`src/hdl/assert_macros.svh`:
```
// Assertion macros used by the RTL of the mirror header rewrite unit.
// Each macro places one labeled concurrent assertion, disabled during reset.
`ifndef ASSERT_MACROS_SVH
`define ASSERT_MACROS_SVH

// The consequent must hold in the same cycle as the antecedent.
`define ASSERT_IMPL(label, clk, rstn, ante, cons) \
    label: assert property (@(posedge clk) disable iff (!(rstn)) (ante) |-> (cons)) \
        else $error("assertion failed");

// The consequent must hold in the cycle after the antecedent.
`define ASSERT_NEXT(label, clk, rstn, ante, cons) \
    label: assert property (@(posedge clk) disable iff (!(rstn)) (ante) |=> (cons)) \
        else $error("assertion failed");

`endif

```
`src/hdl/gmhr_pkg.sv`:
```
// Types and constants of the mirror header rewrite unit.
// Used by gmhr_hold_bank, gmhr_fifo and gre_mirror_header_rewrite_unit.
`default_nettype none

package gmhr_pkg;

    localparam int IPV4_HDR_BYTES = 20;
    localparam int IPV6_HDR_BYTES = 40;
    localparam int HOLD_IDX_W = $clog2(IPV4_HDR_BYTES);
    localparam int POS_W = 6;

    localparam logic [3:0] VER_IPV4 = 4'd4;
    localparam logic [3:0] VER_IPV6 = 4'd6;

    localparam logic [POS_W-1:0] POS_MAX = {POS_W{1'b1}};
    localparam logic [POS_W-1:0] POS_V6_HOP = POS_W'(7);
    localparam logic [POS_W-1:0] POS_V6_GRE_HI = POS_W'(IPV6_HDR_BYTES + 2);
    localparam logic [POS_W-1:0] POS_V6_GRE_LO = POS_W'(IPV6_HDR_BYTES + 3);
    localparam logic [POS_W-1:0] POS_V4_TTL = POS_W'(8);
    localparam logic [POS_W-1:0] POS_V4_CHK_HI = POS_W'(10);
    localparam logic [POS_W-1:0] POS_V4_CHK_LO = POS_W'(11);
    localparam logic [POS_W-1:0] POS_V4_HDR_END = POS_W'(IPV4_HDR_BYTES);
    localparam logic [POS_W-1:0] POS_V4_HDR_LAST = POS_W'(IPV4_HDR_BYTES - 1);
    localparam logic [POS_W-1:0] POS_V4_GRE_HI = POS_W'(IPV4_HDR_BYTES + 2);
    localparam logic [POS_W-1:0] POS_V4_GRE_LO = POS_W'(IPV4_HDR_BYTES + 3);

    localparam logic [HOLD_IDX_W-1:0] IDX_TTL = HOLD_IDX_W'(8);
    localparam logic [HOLD_IDX_W-1:0] IDX_CHK_HI = HOLD_IDX_W'(10);
    localparam logic [HOLD_IDX_W-1:0] IDX_CHK_LO = HOLD_IDX_W'(11);
    localparam logic [HOLD_IDX_W-1:0] IDX_LAST = HOLD_IDX_W'(IPV4_HDR_BYTES - 1);

    typedef enum logic [1:0] {
        CLS_NOCFG = 2'd0,
        CLS_NOTIP = 2'd1,
        CLS_V4    = 2'd2,
        CLS_V6    = 2'd3
    } pkt_class_t;

    typedef enum logic [1:0] {
        ST_REWRITTEN = 2'd0,
        ST_NOT_IP    = 2'd1,
        ST_NO_CFG    = 2'd2
    } fix_status_t;

    typedef enum logic [1:0] {
        CFG_TUNNEL_INDEX   = 2'd0,
        CFG_TUNNEL_ENABLED = 2'd1,
        CFG_OUTER_TTL      = 2'd2,
        CFG_GRE_PROTO      = 2'd3
    } cfg_reg_t;

    typedef struct packed {
        logic [7:0] out_byte;
        logic       out_last;
        logic       local_origin;
        logic [1:0] fix_status;
    } out_item_t;

    typedef struct packed {
        logic      is_burst;
        logic      bank;
        out_item_t item;
    } queue_token_t;

    typedef struct packed {
        logic                  full_hdr;
        logic                  last_flag;
        logic [HOLD_IDX_W-1:0] last_idx;
        logic [7:0]            ttl;
        logic [19:0]           sum;
    } bank_info_t;

endpackage

`default_nettype wire

```
`src/hdl/gre_mirror_header_rewrite_unit.sv`:
```
// Mirror tunnel outer header rewrite: TTL or hop limit, GRE protocol, IPv4 checksum.
// Depends on gmhr_pkg, gmhr_hold_bank, gmhr_fifo and assert_macros.svh.
//
// Packet bytes enter one per cycle and leave one per cycle. For an IPv4 packet on the
// enabled tunnel, header bytes 0 to 19 are held in one of two header buffers and are
// released as a burst of 20 bytes, or as the bytes received if the packet ends early.
// All other bytes go straight into a 32-entry result queue behind any pending burst.
// The input stalls only when that queue is full or when the next header buffer has
// not yet been drained, so the sustained rate is one byte per cycle when the output
// keeps up. A released byte is held in the output register. No clearing pass runs
// after reset.
`default_nettype none
`include "assert_macros.svh"

module gre_mirror_header_rewrite_unit import gmhr_pkg::*; #(
    parameter int FIFO_DEPTH = 32
) (
    input  wire logic        aclk,
    input  wire logic        aresetn,
    input  wire logic        s_tvalid,
    output logic             s_tready,
    input  wire logic [23:0] s_tdata,   // [11:0] if_index, [19:12] data_byte, zero pad
    input  wire logic        s_tuser,   // [0] first_byte
    input  wire logic        s_tlast,
    output logic             m_tvalid,
    input  wire logic        m_tready,
    output logic [7:0]       m_tdata,   // [7:0] out_byte
    output logic [2:0]       m_tuser,   // [0] local_origin, [2:1] fix_status
    output logic             m_tlast,
    input  wire logic        cfg_valid,
    output logic             cfg_ready,
    input  wire logic [1:0]  cfg_index,
    input  wire logic [15:0] cfg_data
);

    logic [11:0] tunnel_index_reg;
    logic        tunnel_enabled_reg;
    logic [7:0]  outer_ttl_reg;
    logic [15:0] gre_proto_reg;

    logic [POS_W-1:0] pos_reg, pos_next;
    pkt_class_t       class_reg, class_next;
    logic [19:0]      sum_reg, sum_next;
    logic             wbank_reg;
    logic [1:0]       bank_busy_reg, bank_busy_next;
    logic             drain_active_reg;
    logic             drain_bank_reg;
    logic [HOLD_IDX_W-1:0] drain_idx_reg;
    logic             m_tvalid_reg;
    out_item_t        m_item_reg;

    logic [11:0]      in_if;
    logic [7:0]       in_byte;
    logic             in_fire;
    logic             start;
    pkt_class_t       cls_new;
    logic [POS_W-1:0] eff_pos;
    logic             hold_wr;
    logic             flush_full;
    logic             flush_short;
    logic             bank_flush;
    logic [7:0]       w_byte;
    logic [19:0]      sum_add;
    logic [19:0]      sum_base;
    bank_info_t       flush_info;
    out_item_t        pass_item;
    logic             pass_last;

    logic             fifo_push;
    logic             fifo_pop;
    queue_token_t     push_token;
    queue_token_t     head_token;
    logic             fifo_empty;
    logic             fifo_full;

    logic             out_load;
    logic             have_item;
    logic             src_burst;
    logic             rd_bank;
    logic [HOLD_IDX_W-1:0] rd_idx;
    out_item_t        bank_item [2];
    logic [1:0]       bank_end;
    out_item_t        sel_item;
    logic             burst_end;

    assign in_if = s_tdata[11:0];
    assign in_byte = s_tdata[19:12];
    assign cfg_ready = 1'b1;
    assign s_tready = !fifo_full && !bank_busy_reg[wbank_reg];
    assign in_fire = s_tvalid && s_tready;

    always_ff @(posedge aclk) begin
        if (!aresetn) begin
            tunnel_index_reg <= '0;
            tunnel_enabled_reg <= 1'b0;
            outer_ttl_reg <= '0;
            gre_proto_reg <= 16'h88BE;
        end else if (cfg_valid) begin
            case (cfg_reg_t'(cfg_index))
                CFG_TUNNEL_INDEX: tunnel_index_reg <= cfg_data[11:0];
                CFG_TUNNEL_ENABLED: tunnel_enabled_reg <= cfg_data[0];
                CFG_OUTER_TTL: outer_ttl_reg <= cfg_data[7:0];
                CFG_GRE_PROTO: gre_proto_reg <= cfg_data;
                default: ;
            endcase
        end
    end

    always_comb begin
        start = s_tuser || (pos_reg == '0);
        if (!tunnel_enabled_reg || in_if != tunnel_index_reg) begin
            cls_new = CLS_NOCFG;
        end else if (in_byte[7:4] == VER_IPV4) begin
            cls_new = CLS_V4;
        end else if (in_byte[7:4] == VER_IPV6) begin
            cls_new = CLS_V6;
        end else begin
            cls_new = CLS_NOTIP;
        end
        class_next = start ? cls_new : class_reg;
        eff_pos = start ? '0 : pos_reg;
        sum_base = start ? '0 : sum_reg;

        hold_wr = (class_next == CLS_V4) && (eff_pos < POS_V4_HDR_END);
        flush_full = hold_wr && (eff_pos == POS_V4_HDR_LAST);
        flush_short = hold_wr && !flush_full && s_tlast;
        bank_flush = in_fire && (flush_full || flush_short);

        if (eff_pos == POS_V4_TTL) begin
            w_byte = outer_ttl_reg;
        end else if (eff_pos == POS_V4_CHK_HI || eff_pos == POS_V4_CHK_LO) begin
            w_byte = '0;
        end else begin
            w_byte = in_byte;
        end
        sum_add = eff_pos[0] ? 20'(w_byte) : 20'({w_byte, 8'h00});
        sum_next = hold_wr ? sum_base + sum_add : sum_base;

        if (s_tlast) begin
            pos_next = '0;
        end else if (eff_pos < POS_MAX) begin
            pos_next = eff_pos + 1'b1;
        end else begin
            pos_next = eff_pos;
        end

        flush_info.full_hdr = flush_full;
        flush_info.last_flag = flush_full ? s_tlast : 1'b1;
        flush_info.last_idx = eff_pos[HOLD_IDX_W-1:0];
        flush_info.ttl = outer_ttl_reg;
        flush_info.sum = sum_next;

        pass_last = s_tlast;
        pass_item.out_byte = in_byte;
        pass_item.out_last = pass_last;
        pass_item.local_origin = 1'b0;
        pass_item.fix_status = ST_REWRITTEN;
        case (class_next)
            CLS_NOCFG: begin
                pass_item.fix_status = pass_last ? ST_NO_CFG : ST_REWRITTEN;
            end
            CLS_NOTIP: begin
                pass_item.fix_status = pass_last ? ST_NOT_IP : ST_REWRITTEN;
            end
            CLS_V6: begin
                pass_item.local_origin = pass_last;
                if (eff_pos == POS_V6_HOP) begin
                    pass_item.out_byte = outer_ttl_reg;
                end else if (eff_pos == POS_V6_GRE_HI) begin
                    pass_item.out_byte = gre_proto_reg[15:8];
                end else if (eff_pos == POS_V6_GRE_LO) begin
                    pass_item.out_byte = gre_proto_reg[7:0];
                end
            end
            CLS_V4: begin
                pass_item.local_origin = pass_last;
                if (eff_pos == POS_V4_GRE_HI) begin
                    pass_item.out_byte = gre_proto_reg[15:8];
                end else if (eff_pos == POS_V4_GRE_LO) begin
                    pass_item.out_byte = gre_proto_reg[7:0];
                end
            end
            default: ;
        endcase

        fifo_push = in_fire && (!hold_wr || flush_full || flush_short);
        push_token.is_burst = hold_wr;
        push_token.bank = wbank_reg;
        push_token.item = pass_item;
    end

    gmhr_fifo #(
        .DEPTH(FIFO_DEPTH)
    ) u_fifo (
        .aclk(aclk),
        .aresetn(aresetn),
        .push(fifo_push),
        .push_token(push_token),
        .pop(fifo_pop),
        .head_token(head_token),
        .empty(fifo_empty),
        .full(fifo_full)
    );

    for (genvar b = 0; b < 2; b++) begin : g_bank
        gmhr_hold_bank u_bank (
            .aclk(aclk),
            .wr_en(in_fire && hold_wr && (wbank_reg == 1'(b))),
            .wr_addr(eff_pos[HOLD_IDX_W-1:0]),
            .wr_data(in_byte),
            .flush_en(bank_flush && (wbank_reg == 1'(b))),
            .flush_info(flush_info),
            .rd_addr(rd_idx),
            .rd_item(bank_item[b]),
            .rd_end(bank_end[b])
        );
    end

    always_comb begin
        out_load = !m_tvalid_reg || m_tready;
        have_item = drain_active_reg || !fifo_empty;
        src_burst = drain_active_reg || (!fifo_empty && head_token.is_burst);
        rd_bank = drain_active_reg ? drain_bank_reg : head_token.bank;
        rd_idx = drain_active_reg ? drain_idx_reg : '0;
        sel_item = src_burst ? bank_item[rd_bank] : head_token.item;
        burst_end = src_burst && bank_end[rd_bank];
        fifo_pop = out_load && !drain_active_reg && !fifo_empty;

        bank_busy_next = bank_busy_reg;
        if (out_load && burst_end) begin
            bank_busy_next[rd_bank] = 1'b0;
        end
        if (bank_flush) begin
            bank_busy_next[wbank_reg] = 1'b1;
        end
    end

    always_ff @(posedge aclk) begin
        if (out_load && have_item) begin
            m_item_reg <= sel_item;
        end
        if (out_load && src_burst) begin
            drain_bank_reg <= rd_bank;
            drain_idx_reg <= rd_idx + 1'b1;
        end
    end

    always_ff @(posedge aclk) begin
        if (!aresetn) begin
            pos_reg <= '0;
            class_reg <= CLS_NOCFG;
            sum_reg <= '0;
            wbank_reg <= 1'b0;
            bank_busy_reg <= '0;
            drain_active_reg <= 1'b0;
            m_tvalid_reg <= 1'b0;
        end else begin
            if (in_fire) begin
                pos_reg <= pos_next;
                class_reg <= class_next;
                sum_reg <= sum_next;
            end
            if (bank_flush) begin
                wbank_reg <= !wbank_reg;
            end
            bank_busy_reg <= bank_busy_next;
            if (out_load) begin
                m_tvalid_reg <= have_item;
                drain_active_reg <= src_burst && !burst_end;
            end
        end
    end

    assign m_tvalid = m_tvalid_reg;
    assign m_tdata = m_item_reg.out_byte;
    assign m_tlast = m_item_reg.out_last;
    assign m_tuser = {m_item_reg.fix_status, m_item_reg.local_origin};

    `ASSERT_IMPL(a_no_queue_overflow, aclk, aresetn, fifo_push, !fifo_full)
    `ASSERT_IMPL(a_drain_busy_bank, aclk, aresetn, drain_active_reg, bank_busy_reg[drain_bank_reg])
    `ASSERT_IMPL(a_flush_into_free_bank, aclk, aresetn, bank_flush, !bank_busy_reg[wbank_reg])
    `ASSERT_NEXT(a_burst_end_frees_bank, aclk, aresetn, out_load && burst_end, !drain_active_reg)

endmodule

`default_nettype wire

```
`src/hdl/gmhr_hold_bank.sv`:
```
// One buffer of held IPv4 header bytes with its release details.
// On readout it patches TTL and checksum of a full header and marks the end of the burst.
`default_nettype none

module gmhr_hold_bank import gmhr_pkg::*; (
    input  wire logic                  aclk,
    input  wire logic                  wr_en,
    input  wire logic [HOLD_IDX_W-1:0] wr_addr,
    input  wire logic [7:0]            wr_data,
    input  wire logic                  flush_en,
    input  wire bank_info_t            flush_info,
    input  wire logic [HOLD_IDX_W-1:0] rd_addr,
    output out_item_t                  rd_item,
    output logic                       rd_end
);

    logic [7:0] hold_reg [IPV4_HDR_BYTES];
    bank_info_t info_reg;
    logic [16:0] fold1;
    logic [15:0] fold2;
    logic [15:0] chk;
    logic        item_last;

    always_ff @(posedge aclk) begin
        if (wr_en) begin
            hold_reg[wr_addr] <= wr_data;
        end
        if (flush_en) begin
            info_reg <= flush_info;
        end
    end

    always_comb begin
        fold1 = {1'b0, info_reg.sum[15:0]} + 17'(info_reg.sum[19:16]);
        fold2 = fold1[15:0] + 16'(fold1[16]);
        chk = ~fold2;
        rd_end = (rd_addr == info_reg.last_idx);
        item_last = rd_end & info_reg.last_flag;
        rd_item.out_byte = hold_reg[rd_addr];
        if (info_reg.full_hdr) begin
            if (rd_addr == IDX_TTL) begin
                rd_item.out_byte = info_reg.ttl;
            end else if (rd_addr == IDX_CHK_HI) begin
                rd_item.out_byte = chk[15:8];
            end else if (rd_addr == IDX_CHK_LO) begin
                rd_item.out_byte = chk[7:0];
            end
        end
        rd_item.out_last = item_last;
        rd_item.local_origin = item_last & info_reg.full_hdr;
        rd_item.fix_status = (item_last && !info_reg.full_hdr) ? ST_NOT_IP : ST_REWRITTEN;
    end

endmodule

`default_nettype wire

```
`src/hdl/gmhr_fifo.sv`:
```
// Result queue of the mirror header rewrite unit: single bytes and burst tokens.
// Depends on gmhr_pkg for the token type.
`default_nettype none

module gmhr_fifo import gmhr_pkg::*; #(
    parameter int DEPTH = 32
) (
    input  wire logic         aclk,
    input  wire logic         aresetn,
    input  wire logic         push,
    input  wire queue_token_t push_token,
    input  wire logic         pop,
    output queue_token_t      head_token,
    output logic              empty,
    output logic              full
);

    localparam int PTR_W = (DEPTH > 1) ? $clog2(DEPTH) : 1;
    localparam int CNT_W = $clog2(DEPTH + 1);
    localparam logic [PTR_W-1:0] PTR_LAST = PTR_W'(DEPTH - 1);
    localparam logic [CNT_W-1:0] CNT_FULL = CNT_W'(DEPTH);

    queue_token_t store_reg [DEPTH];
    logic [PTR_W-1:0] wr_ptr_reg, wr_ptr_next;
    logic [PTR_W-1:0] rd_ptr_reg, rd_ptr_next;
    logic [CNT_W-1:0] count_reg, count_next;

    always_comb begin
        empty = (count_reg == '0);
        full = (count_reg == CNT_FULL);
        head_token = store_reg[rd_ptr_reg];
        wr_ptr_next = wr_ptr_reg;
        rd_ptr_next = rd_ptr_reg;
        count_next = count_reg;
        if (push) begin
            wr_ptr_next = (wr_ptr_reg == PTR_LAST) ? '0 : wr_ptr_reg + 1'b1;
        end
        if (pop) begin
            rd_ptr_next = (rd_ptr_reg == PTR_LAST) ? '0 : rd_ptr_reg + 1'b1;
        end
        if (push && !pop) begin
            count_next = count_reg + 1'b1;
        end else if (pop && !push) begin
            count_next = count_reg - 1'b1;
        end
    end

    always_ff @(posedge aclk) begin
        if (push) begin
            store_reg[wr_ptr_reg] <= push_token;
        end
    end

    always_ff @(posedge aclk) begin
        if (!aresetn) begin
            wr_ptr_reg <= '0;
            rd_ptr_reg <= '0;
            count_reg <= '0;
        end else begin
            wr_ptr_reg <= wr_ptr_next;
            rd_ptr_reg <= rd_ptr_next;
            count_reg <= count_next;
        end
    end

endmodule

`default_nettype wire

```
`config.mk`:
```
export PLATFORM = sky130hd
export DESIGN_NAME = gre_mirror_header_rewrite_unit
export DESIGN_NICKNAME = d
export VERILOG_FILES = /design/src/hdl/gmhr_pkg.sv /design/src/hdl/gre_mirror_header_rewrite_unit.sv /design/src/hdl/gmhr_hold_bank.sv /design/src/hdl/gmhr_fifo.sv
export VERILOG_INCLUDE_DIRS = /design/src /design/src/hdl
export SDC_FILE = /design/constraint.sdc
export NUM_CORES = 1
export LEC_CHECK = 0
export BUFFER_PORTS_ARGS = -buffer_cell sky130_fd_sc_hd__buf_2
export CAP_MARGIN = 20
export CORE_AREA = 2 2 374 376
export DETAILED_ROUTE_END_ITERATION = 7
export DIE_AREA = 0 0 376 378
export GPL_ROUTABILITY_DRIVEN = 0
export PLACE_DENSITY = 0.52
export SKIP_CTS_REPAIR_TIMING = 1
export SLEW_MARGIN = 30
export SYNTH_ARGS = -nofsm -noshare
export SYNTH_HDL_FRONTEND = slang
export SYNTH_SLANG_ARGS = --single-unit
```
`constraint.sdc`:
```
create_clock -name aclk -period 4.32 [get_ports aclk]
set_input_delay 0 -clock aclk [delete_from_list [all_inputs] [get_ports aclk]]
set_output_delay 0 -clock aclk [all_outputs]
set_load 0.03 [all_outputs]
```
Yosys cells after proc, flatten, opt, wreduce, memory -nomap -nowiden

Memories as Yosys holds them, arrays and structs flattened. A register that Yosys moved wholly into a read port is not among the register bits.
Cells that the tools add are included.

RAM bits: 768
Word-level logic and storage cells: 209
Memories kept: 3
Input port bits: 49
Register bits: 174

Memory list:

| memory                    | depth | bits a word | rd ports | clocked after memory_dff | wr ports | line                 | text |
|---|---|---|---|---|---|---|---|
| u_fifo.store_reg          | 32    | 14          | 1        | 1                        | 1        | gmhr_fifo.sv:23      | `queue_token_t store_reg [DEPTH];` |
| g_bank[0].u_bank.hold_reg | 20    | 8           | 1        | 0                        | 1        | gmhr_hold_bank.sv:17 | `logic [7:0] hold_reg [IPV4_HDR_BYTES];` |
| g_bank[1].u_bank.hold_reg | 20    | 8           | 1        | 0                        | 1        | gmhr_hold_bank.sv:17 |  |

Bitwise operators: 11
$lt $le $gt $ge: 7
Equality and inequality tests: 26
Reductions and logical operators: 60
Multiplexer cells: 61
Add/sub/neg operators: 11

Operators by type and width:

| operator                                                              | number |
|---|---|
| 8-bit two-way mux                                                     | 15 |
| 12-bit two-way mux                                                    | 4 |
| 20-bit two-way mux                                                    | 2 |
| 16-bit by 4-bit adder with 17-bit output                              | 2 |
| 16-bit by 1-bit adder with 16-bit output                              | 2 |
| 16-bit inverter                                                       | 2 |
| 6-bit two-way mux                                                     | 5 |
| 1-bit logical AND                                                     | 27 |
| 5-bit two-way mux                                                     | 5 |
| 20-bit by 16-bit adder with 20-bit output                             | 1 |
| 6-bit by 4-bit equality test with 1-bit output, second input constant | 3 |
| 6-bit by 5-bit equality test with 1-bit output, second input constant | 3 |
| 6-bit equality test, second input constant                            | 3 |
| 1-bit two-way mux                                                     | 18 |
| 16-bit two-way mux                                                    | 1 |
| 8-bit case mux with 2 select lines                                    | 1 |
| 5-bit by 1-bit adder with 5-bit output, second input constant         | 3 |
| 5-bit by 4-bit equality test with 1-bit output, second input constant | 3 |
| 1-bit logical NOT                                                     | 14 |
| 2-bit two-way mux                                                     | 7 |
| 6-bit by 1-bit adder with 6-bit output, second input constant         | 2 |
| 6-bit logical NOT                                                     | 2 |
| 12-bit inequality test                                                | 1 |
| 5-bit equality test                                                   | 2 |
| other kinds (24)                                                      | 48 |

Depth between registers and ports, before layout

Gate-level depths: netlist of the first run.

Depth in word-level cells: 17
Mapped depth: 21
Depth with buffers taken out: 18

Hierarchy

A second synthesis of the first run with hierarchy kept.

Cells, all modules: 2708
Area total of the unflattened synthesis: 41438.5 um^2

By module, submodules not included:

| module                             | cells each | times used | area each (um^2) |
|---|---|---|---|
| gmhr_fifo                          | 972        | 1          | 18420.2 |
| gmhr_hold_bank at g_bank[0].u_bank | 510        | 1          | 8582.0 |
| gmhr_hold_bank at g_bank[1].u_bank | 495        | 1          | 8529.4 |
| gre_mirror_header_rewrite_unit     | 731        | 1          | 5906.9 |

Least setup slack after synthesis of the first run

No wires, ideal clock.

Path kind: reg2reg
From: reg wbank_reg
To: reg g_bank[0].u_bank.info_reg[0] (netlist bit), enable pin
Period minus slack after synthesis: 4510 ps
Data arrival time: 4081 ps
Required time: 3891 ps
Path buffers: 0
Slack: -190 ps
Cell stages (with the launch flop): 6
Cell sequence: dfxtp_1 nor2b_1 a221oi_1 nand2_1 or3_1 nor2_1

Longest elaborated chain between the ends: 7

RTL lines:

| item                                                  | line                                  | text |
|---|---|---|
| from (decl)                                           | gre_mirror_header_rewrite_unit.sv:44  | `logic wbank_reg;` |
| from (signal assigned)                                | gre_mirror_header_rewrite_unit.sv:264 | `wbank_reg <= !wbank_reg;` |
| 1-bit two-way mux (not written as such) (2 in series) | gre_mirror_header_rewrite_unit.sv:89  | `assign s_tready = !fifo_full && !bank_busy_reg[wbank_reg];` |
| 1-bit logical NOT                                     | gre_mirror_header_rewrite_unit.sv:89  |  |
| 1-bit logical AND                                     | gre_mirror_header_rewrite_unit.sv:89  |  |
| net s_tready                                          | gre_mirror_header_rewrite_unit.sv:21  | `output logic s_tready,` |
| 1-bit logical AND                                     | gre_mirror_header_rewrite_unit.sv:90  | `assign in_fire = s_tvalid && s_tready;` |
| 1-bit logical AND                                     | gre_mirror_header_rewrite_unit.sv:127 | `bank_flush = in_fire && (flush_full \|\| flush_short);` |
| 1-bit logical AND                                     | gre_mirror_header_rewrite_unit.sv:211 | `.flush_en(bank_flush && (wbank_reg == 1'(b))),` |
| net g_bank[0].u_bank.flush_en                         | gmhr_hold_bank.sv:10                  | `input wire logic flush_en,` |
| to (signal assigned)                                  | gmhr_hold_bank.sv:29                  | `info_reg <= flush_info;` |
| to (decl)                                             | gmhr_hold_bank.sv:18                  | `bank_info_t info_reg;` |

The timed path passes the listed nets, and every way through them passes these cells. The select of a mux whose other input is x is not followed.
A chain may end at the register's enable or synchronous reset.

==> results of run 1 <==
-- metal layers --
layer | vias up | share of wire (%)
met5 | - | 0.034
met4 | 6 | 2.5
met3 | 163 | 6.7
met2 | 834 | 44
met1 | 12900 | 46
li1 | 11400 | -
-- how the worst max path moves through the flow --
stage	from	slack, ps	end
after floorplan	wbank_reg$_SDFFE_PN0P_	80	u_fifo.count_reg[5]$_SDFFE_PN0P_
after global placement	tunnel_index_reg[3]$_SDFFE_PN0P_	310	u_fifo.count_reg[5]$_SDFFE_PN0P_
after detailed placement	pos_reg[3]$_SDFFE_PN0P_	250	sum_reg[18]$_SDFFE_PN0P_
after CTS	pos_reg[3]$_SDFFE_PN0P_	230	sum_reg[18]$_SDFFE_PN0P_
after global routing	tunnel_index_reg[7]$_SDFFE_PN0P_	9	u_fifo.count_reg[5]$_SDFFE_PN0P_
final	g_bank[0].u_bank.info_reg[16]$_DFFE_PP_	270	m_tdata[0]$_DFFE_PP_
-- worst max-delay path, cell delays in order (launching register included) --
cell      delay, ps
edfxtp_1        350
ha_1            210
fa_1            290
a211oi_1        120
nor4_1          640
and3_1          300
ha_1            210
ha_1            170
and2_1          220
a31o_2          190
nand4_1         110
xor2_1          160
o21ai_0         380
a32oi_1         210
o211a_1         260
-- power groups by stage --
stage               registers, uW  clock network [uW]  logic (uW)
floorplan                   10700                   0        3640
global placement            10800                   0        5840
detailed placement          10800                   0        5870
CTS                         10600                9250        5880
global route                10600                9600        6290
finish                      10600                9050        5880
-- cell families (layout without fill, tap and decap cells) --
| logic type | Yosys count | after routing | synth area share, % |
|---|---|---|---|
| AOI/OAI and AO/OA | 505 | 505 | 8.25 |
| xor gates and xnor gates | 84 | 84 | 1.79 |
| adders and majority gates | 47 | 47 | 1.50 |
| buffers and inverters | 188 | 549 | 1.91 |
| DFF | 947 | 947 | 66.9 |
| muxes | 279 | 279 | 11.2 |
| other | 1 | 3 | 0.00912 |
| and+or+nand+nor | 718 | 718 | 8.41 |
-- cell usage after synthesis (all sizes together), types with 25 or more instances --
library cell,number
and2,43
inv,26
o21ai,106
a21oi,112
nand3,69
clkbuf,102
xor2,26
nand2,215
edfxtp,856
a221oi,39
buf,58
nor2b,58
xnor2,58
nor2,188
nor3,33
mux2,34
a21boi,25
a31oi,27
ha,43
dfxtp,91
mux4,142
a211oi,62
mux2i,103
-- through the flow --
stage               hold WS (ps)  power (uW)  std cells  util [%]  instance area [um2]
floorplan                   98.9       14300       2769         -                41100
global placement             256       16600       4715      32.9                45500
CTS                         -507       25700       4911      35.4                49100
finish                     -4.25       25500       4939      35.6                49400
global route                6.05       26500       4937      35.6                49400
detailed placement           273       16600       4715      32.9                45600
-- final cells by class --
class | instances | area, um2 | area share, %
Antenna cell | 2 | 5.00 | 0.0101
Clock buffer | 117 | 2650 | 5.37
Clock inverter | 79 | 861 | 1.74
Inverter | 28 | 105 | 0.213
Multi-Input combinational cell | 1634 | 12900 | 26.2
Sequential cell | 947 | 27500 | 55.8
Tap cell | 1807 | 2260 | 4.58
Timing Repair Buffer | 325 | 3000 | 6.07
==> metrics, run 1 <==
status=finished with violations; violated checks=negative hold slack; Comb power frac=23.1%; GRT Overall Usage=16.5%; vias in the first global route=24,600; sequential area share after synthesis=66.9%; GR met3 Demand/Resource=2.88%; Site Rows=137; vias per cell=5.11; worst skew pair latency=720 ps; max_cap viols=0; total detailed-routing wirelength=119,000 um; Core ar.=139,000 um2; Synth Cell Area=41,100 um2; distinct cell type count after synthesis=83; Slew Viols, Final=0; most common cell after layout, fill and taps aside=edfxtp_1; Final Critical Period=4050 ps; Critical R2R Launch=g_bank[0].u_bank.info_reg[16]$_DFFE_PP_; Slew @ Worst Pin=921 ps; asr flop ratio synth=0%; antenna viol nets, final=0; met1 Track Usage GR=24.4%; # setup viols final=0; die area=142,000 um2; Flop pwr share=41.4%; Synth Register Bits=947; Startpoint Class=register; P_int=17,800 uW; PwrDens=517 nW/um2; Synth-to-Final Area Change=20.0%; CP max FO=4; sw power=7660 uW; Slew HR=38.6%; commonest cells after routing, fill and taps aside=edfxtp_1 (856), nand2_1 (215), buf_4 (190); initial antenna violation count=10; RR Endpoint=m_tdata[0]$_DFFE_PP_; Post-Syn Instances=2,769; DRC errors left=0; Yosys warnings=0; Yosys top cell area share=62.5%; Critical Path AT=4530 ps; Sink Count=947; minimum hold slack=-4.25 ps; Worst Setup Slack post-DPL=248 ps; Hold Crit Class=in2reg; WL per Instance=24.1 um; syn_nets=2,865; top post-synthesis cells by area=edfxtp_1 (62%), mux4_2 (7.8%), dfxtp_1 (4.4%); HPWL after DPL=80,200 um; 1st-pass router iterations=6; PortBufs=58; setup_tns=0 ps; Worst R2R Path Depth=14; CTS buffer count=104; Nets=3,136; hold_sp=s_tdata[12]; vias=25,300; most used flip-flop cell after synthesis=edfxtp_1; H-tree Lvls=3; number of fill cells=13,200; crit share post-route=93.8%; total I/O pin count=64; worst path required time=4800 ps; P_leak=0.0167 uW; clock power share=35.5%; Crit Path Class=reg2reg; Worst-path clk slew=60 ps; Fin. Hold Viols=2; fmax=247 MHz; Max VDD drop=0.423 mV; crit path capture type=register; reg-to-reg setup timing slack=270 ps; Mean Syn Cell Area=14.9 um2; pin count of the biggest net entering global routing=73; final worst slack=267 ps; max reg flops=448; RSZ-0062 raised after global routing=no; Synth area leader=edfxtp_1; Initial DRC Count=2,765; Hold Path Depth=4; Starting Density=29.7%; WHS Endpoint=g_bank[1].u_bank.info_reg[0]$_DFFE_PP_; CTS root buf=clkbuf_16; Sw Ratio=30.0%; most used routing layer=met2; met2 usage=24.8%; clk buf depth=3; share of cells above drive strength 1=21.7%; die height=378 um; Post-Route Skew=41.0 ps; EDFF count, synth=856; TritonCTS clock tree=built; Die X=376 um; global-route wire length before repair=172,000 um; grt ovf=0
No activity file was read; power rests on OpenSTA's default activity.
==> run 2: changes to the inputs <==
--- a/config.mk
+++ b/config.mk
@@ -12,7 +12,6 @@
 export DETAILED_ROUTE_END_ITERATION = 7
 export DIE_AREA = 0 0 376 378
 export GPL_ROUTABILITY_DRIVEN = 0
-export PLACE_DENSITY = 0.52
 export SKIP_CTS_REPAIR_TIMING = 1
 export SLEW_MARGIN = 30
 export SYNTH_ARGS = -nofsm -noshare
==> run 2 against run 1 <==
Against the previous run: the flow now finishes without violations; sequential share of layout area rose by 1.4 points; count of clock-buffer cells in the layout rose by 8; flip-flop and latch count did not move; register-to-register slack improved by 40 ps; critical path depth rose by 4; non-clock buffer count fell by 56; final area fell by 2.5%; maximum frequency rose by 0.94%; combinational power fell by 3.6%; clock power fell by 4.1%; sequential power barely moved; utilization fell by 0.89 points; critical path type unchanged; largest power group unchanged.
==> metrics, run 2 (synthesized netlist as in run 1, its figures left out) <==
Die X=376 um (unchanged); HPWL after DPL=76,100 um (was 80,200 um); Slew HR=30.9% (was 38.6%); Sw Ratio=30.0% (about the same); vias=25,100 (was 25,300); Max stage delay on crit path=590 ps (was 640 ps); max_cap viols=0 (unchanged); final worst slack=305 ps (was 267 ps); share of cells above drive strength 1=20.0% (was 21.7%); # setup viols final=0 (unchanged); Flop pwr share=42.5% (was 41.4%); Site Rows=137 (unchanged); CTS root buf=clkbuf_16 (unchanged); Cells after DPL=4,654 (was 4,715); GRT Overall Usage=15.8% (was 16.5%); initial antenna violation count=6 (was 10); Slew @ Worst Pin=1030 ps (was 921 ps); CTS buffer count=99 (was 104); Core Util, Final=34.7% (was 35.6%); Critical R2R Launch=tunnel_index_reg[3]$_SDFFE_PN0P_ (was g_bank[0].u_bank.info_reg[16]$_DFFE_PP_); Startpoint Class=register (unchanged); reg-to-reg setup timing slack=300 ps (was 270 ps); Slew Viols, Final=0 (unchanged); commonest cells after routing, fill and taps aside=edfxtp_1 (856), nand2_1 (215), nor2_1 (183) (was edfxtp_1 (856), nand2_1 (215), buf_4 (190)); die area=142,000 um2 (unchanged); pin count of the biggest net entering global routing=62 (was 73); fmax=249 MHz (was 247 MHz); clock power share=34.8% (was 35.5%); status=completed (was finished with violations); Sink Count=947 (unchanged); TritonCTS clock tree=built (unchanged); sw power=7500 uW (was 7660 uW); antenna viol nets, final=0 (unchanged); clk buf depth=3 (unchanged); Worst Setup Slack post-DPL=285 ps (was 248 ps); worst skew pair latency=730 ps (was 720 ps); WL per Instance=23.3 um (was 24.1 um); PwrDens=519 nW/um2 (was 517 nW/um2); Core ar.=139,000 um2 (unchanged); Hold Crit Class=in2reg (unchanged); Final Critical Period=4020 ps (was 4050 ps); grt ovf=0 (unchanged); RR Endpoint=u_fifo.count_reg[5]$_SDFFE_PN0P_ (was m_tdata[0]$_DFFE_PP_); RSZ-0062 raised after global routing=no (unchanged); Post-Route Skew=61.0 ps (was 41.0 ps); crit-path cells=xnor2_1, nand4_1, or4_1, o32a_2, or2_1, inv_2, a21o_1, inv_2, ha_1, inv_1, ha_1, a21o_1, a21oi_1, o21bai_1, a21oi_1, xnor2_1, or3_1, a21boi_0 (was ha_1, fa_1, a211oi_1, nor4_1, and3_1, ha_1, ha_1, and2_1, a31o_2, nand4_1, xor2_1, o21ai_0, a32oi_1, o211a_1); max reg flops=448 (unchanged); Critical Path AT=4640 ps (was 4530 ps); P_int=17,500 uW (was 17,800 uW); global-route wire length before repair=166,000 um (was 172,000 um); Comb power frac=22.7% (was 23.1%); P_leak=0.0161 uW (was 0.0167 uW); Worst R2R Path Depth=18 (was 14); PortBufs=58 (unchanged); Nets=3,075 (was 3,136); vias in the first global route=24,400 (was 24,600); H-tree Lvls=3 (unchanged); crit path to=u_fifo.count_reg[5]$_SDFFE_PN0P_ (was m_tdata[0]$_DFFE_PP_); total detailed-routing wirelength=114,000 um (was 119,000 um); total I/O pin count=64 (unchanged); crit path from=tunnel_index_reg[3]$_SDFFE_PN0P_ (was g_bank[0].u_bank.info_reg[16]$_DFFE_PP_); vias per cell=5.16 (was 5.11); worst path required time=4940 ps (was 4800 ps); Fin. Hold Viols=0 (was 2); fin cells=4,869 (was 4,939); crit path capture type=register (unchanged); DRC errors left=0 (unchanged); crit share post-route=92.9% (was 93.8%); die height=378 um (unchanged); slowest CP cell=or4_1 (was nor4_1); Final Instance Area=48,100 um2 (was 49,400 um2); Worst-path clk slew=60 ps (about the same); 1st-pass router iterations=5 (was 6); Synth-to-Final Area Change=17.0% (was 20.0%); Starting Density=29.7% (unchanged); Max VDD drop=0.394 mV (was 0.423 mV); CP max FO=3 (was 4); most common cell after layout, fill and taps aside=edfxtp_1 (unchanged); setup_tns=0 ps (unchanged); Initial DRC Count=2,922 (was 2,765); DP Area=44,500 um2 (was 45,600 um2); Crit Path Class=reg2reg (unchanged)
## run 2: worst min path at each step
stage | startpoint | end | slack [ps] | depth (start not counted)
after global routing | s_tvalid | pos_reg[2]$_SDFFE_PN0P_ | 110 | 5
after floorplan | s_tdata[12] | g_bank[0].u_bank.hold_reg[0][0]$_DFFE_PP_ | 100 | 0
after detailed placement | cfg_data[7] | gre_proto_reg[7]$_SDFFE_PN1P_ | 310 | 3
after CTS | cfg_data[9] | gre_proto_reg[9]$_SDFFE_PN0P_ | -440 | 3
final | s_tvalid | pos_reg[2]$_SDFFE_PN0P_ | 80 | 5
after global placement | cfg_data[7] | gre_proto_reg[7]$_SDFFE_PN1P_ | 290 | 3
## run 2: area by class of cell
| type | instances | area [um2] |
|---|---|---|
| sequential | 947 | 27500 |
| fill | 13200 | 90400 |
| clock buffer | 125 | 2590 |
| tap | 1807 | 2260 |
| clock inverter | 58 | 727 |
| multi-input combinational | 1634 | 12900 |
| antenna | 1 | 2.50 |
| inverter | 28 | 105 |
| timing repair buffer | 269 | 1980 |
## run 2: per-layer routing
metal	part of all wire (%)	up-vias	GRT usage [%]
met4	3.0	8	5.44
met3	7.3	188	2.69
met1	46	12700	23.3
met2	44	972	23.4
li1	-	11200	-
met5	0.045	-	0
## run 2: through the flow
step / power [uW] / hold slack [ps]
final: 25000 / 75.9
after global routing: 25900 / 105
after CTS: 25100 / -440
after detailed placement: 16400 / 308
after global placement: 16400 / 292
after floorplan: 14300 / 98.9
## run 2: critical path: cells and delay by family (launching register included)
| family | cells | cell delay [ps] |
|---|---|---|
| simple gates | 4 | 1460 |
| compound gates | 7 | 1230 |
| fa+ha+maj | 2 | 450 |
| flops | 1 | 320 |
| xor+xnor | 2 | 250 |
| buf+inv | 3 | 230 |
## run 2: power by group through the flow
stage | Combinational (uW) | Clock, uW | Sequential (uW)
2_1_floorplan | 3640 | 0 | 10700
5_1_grt | 6040 | 9190 | 10600
4_1_cts | 5620 | 8850 | 10600
3_3_place_gp | 5580 | 0 | 10800
6_report | 5670 | 8680 | 10600
3_5_place_dp | 5600 | 0 | 10800
==> run 3: changes to the inputs <==
--- a/config.mk
+++ b/config.mk
@@ -11,7 +11,6 @@
 export CORE_AREA = 2 2 374 376
 export DETAILED_ROUTE_END_ITERATION = 7
 export DIE_AREA = 0 0 376 378
-export GPL_ROUTABILITY_DRIVEN = 0
 export SKIP_CTS_REPAIR_TIMING = 1
 export SLEW_MARGIN = 30
 export SYNTH_ARGS = -nofsm -noshare
==> constraint.sdc (replaced) <==
create_clock -name aclk -period 3.7 [get_ports aclk]
set_input_delay 0 -clock aclk [delete_from_list [all_inputs] [get_ports aclk]]
set_output_delay 0 -clock aclk [all_outputs]
set_load 0.03 [all_outputs]
==> run 3 against run 2 <==
Against the previous run: highest routed layer is now met4; setup slack worse by 490 ps; power is 15% higher; wire length is 0.98% higher; combinational power is 28% higher; critical endpoint unchanged; register-to-register slack worse by 490 ps; utilization is 0.88 points higher; the flow now finishes with violations (negative hold slack, negative setup slack); die area stayed put.
==> metrics, run 3 (synthesized netlist as in run 1, its figures left out) <==
status=finished with violations (was completed); violated checks=negative hold slack, negative setup slack; Hold Path Depth=5 (unchanged); Fin. Hold Viols=2 (was 0); Crit Path Class=reg2reg (unchanged); Worst Setup Slack post-DPL=-389 ps (was 285 ps); Final Wtd Congestion=0.960; CTS buffer count=88 (was 99); CTS root buf=clkbuf_16 (unchanged); total power after layout=28,600 uW (was 25,000 uW); Starting Density=29.7% (unchanged); Critical Path AT=4480 ps (was 4640 ps); fmax=257 MHz (was 249 MHz); global-route wire length before repair=167,000 um (was 166,000 um); 1st-pass router iterations=5 (unchanged); GRT Overall Usage=15.8% (about the same); worst skew pair latency=680 ps (was 730 ps); share of cells above drive strength 1=23.9% (was 20.0%); Slew HR=34.2% (was 30.9%); Post-Route Skew=25.9 ps (was 61.0 ps); WL per Instance=23.1 um (was 23.3 um); clk buf depth=3 (unchanged); Hold Crit Class=in2reg (unchanged); crit-path cells=xnor2_2, nand4_1, buf_4, or4_4, o32a_4, or2_4, inv_8, a21o_1, inv_2, ha_4, inv_4, buf_6, buf_6, ha_4, a21oi_2, o21bai_1, a21oi_2, xnor2_1, or3_1, a21boi_1 (was xnor2_1, nand4_1, or4_1, o32a_2, or2_1, inv_2, a21o_1, inv_2, ha_1, inv_1, ha_1, a21o_1, a21oi_1, o21bai_1, a21oi_1, xnor2_1, or3_1, a21boi_0); Final Critical Period=3890 ps (was 4020 ps); total detailed-routing wirelength=115,000 um (was 114,000 um); CP max FO=3 (unchanged); P_leak=0.0167 uW (was 0.0161 uW); die height=378 um (unchanged); DRC errors left=0 (unchanged); Site Rows=137 (unchanged); crit share post-route=105% (was 92.9%); Initial DRC Count=2,633 (was 2,922); die area=142,000 um2 (unchanged); Worst R2R Path Depth=20 (was 18); grt ovf=0 (unchanged); Nets=3,184 (was 3,075); max_cap viols=0 (unchanged); Slew @ Worst Pin=987 ps (was 1030 ps); worst path buffer plus inverter count=6 (was 3); vias per cell=5.16 (about the same); minimum hold slack=-27.5 ps (was 75.9 ps); Die X=376 um (unchanged); # setup viols final=2 (was 0); WP depth=20 (was 18); Slew Viols, Final=0 (unchanged); antenna viol nets, final=0 (unchanged); Max stage delay on crit path=440 ps (was 590 ps); max reg flops=448 (unchanged); RSZ-0062 raised after global routing=yes (was no); commonest cells after routing, fill and taps aside=edfxtp_1 (856), buf_4 (250), nand2_1 (214) (was edfxtp_1 (856), nand2_1 (215), nor2_1 (183)); PwrDens=580 nW/um2 (was 519 nW/um2); H-tree Lvls=3 (unchanged); vias in the first global route=24,700 (was 24,400); Max VDD drop=0.317 mV (was 0.394 mV); PortBufs=58 (unchanged); slowest CP cell=or4_4 (was or4_1); Synth-to-Final Area Change=19.9% (was 17.0%); Sink Count=947 (unchanged); initial antenna violation count=7 (was 6); most common cell after layout, fill and taps aside=edfxtp_1 (unchanged); vias=25,700 (was 25,100); final worst slack=-187 ps (was 305 ps); total I/O pin count=64 (unchanged); Startpoint Class=register (unchanged); TritonCTS clock tree=built (unchanged); pin count of the biggest net entering global routing=52 (was 62); Core Util, Final=35.6% (was 34.7%); worst path required time=4300 ps (was 4940 ps); CP delay by family, top=simple AND/OR/NAND/NOR gates (unchanged); Worst-path clk slew=70 ps (was 60 ps); crit path capture type=register (unchanged); Core ar.=139,000 um2 (unchanged); HPWL after DPL=77,800 um (was 76,100 um)
run 3: changes by cell type in the layout (fill, tap and decap cells not counted), sizes merged:
cell / previous run / this run
buf: 238 / 355
inv: 31 / 32
clkbuf: 125 / 101
bufinv: 11 / 9
diode: 1 / 4
clkinvlp: 5 / 7
dlygate4sd3: 31 / 34
clkinv: 39 / 38
run 3: path summary, 6_finish.rpt:
| kind | slack [ps] | start | end |
|---|---|---|---|
| max | -190 | tunnel_index_reg[9]$_SDFFE_PN0P_ | u_fifo.count_reg[5]$_SDFFE_PN0P_ |
| max reg2reg | -190 | tunnel_index_reg[9]$_SDFFE_PN0P_ | u_fifo.count_reg[5]$_SDFFE_PN0P_ |
| min | -30 | s_tuser | pos_reg[1]$_SDFFE_PN0P_ |
| min reg2reg | 460 | sum_reg[11]$_SDFFE_PN0P_ | sum_reg[11]$_SDFFE_PN0P_ |
run 3: report_power, final:
part | leakage [uW] | internal (uW) | switching (uW)
Sequential | 0.00862 | 12000 | 299
Combinational | 0.00666 | 2940 | 4320
Clock | 0.00139 | 5070 | 4030
run 3: tightest hold or removal path, stage by stage:
cell	delay [ps]
buf_2	190
buf_4	160
nor3_1	40
o21ai_0	130
a21boi_0	80
run 3: layout make-up:
cell class,count,area (um2)
Sequential cell,947,27500
Fill cell,13100,89200
Tap cell,1807,2260
Antenna cell,4,10.0
Timing Repair Buffer,389,3420
Clock inverter,58,583
Multi-Input combinational cell,1634,13100
Clock buffer,101,2270
Inverter,28,115
run 3: stage by stage:
stage	setup TNS (ps)	std cells	area, um2
after floorplan	0	2769	41200
after global placement	-10480	4767	45900
after detailed placement	-15460	4767	45900
after CTS	-17170	4926	48800
after global routing	-13150	4965	49300
final	-254	4968	49300
run 3: routing by layer:
metal / share of wire, % / global-route usage, %
met1: 44 / 22.3
met4: 3.3 / 5.68
met3: 8.1 / 3.10
met5: 0 / 0
met2: 45 / 24.3
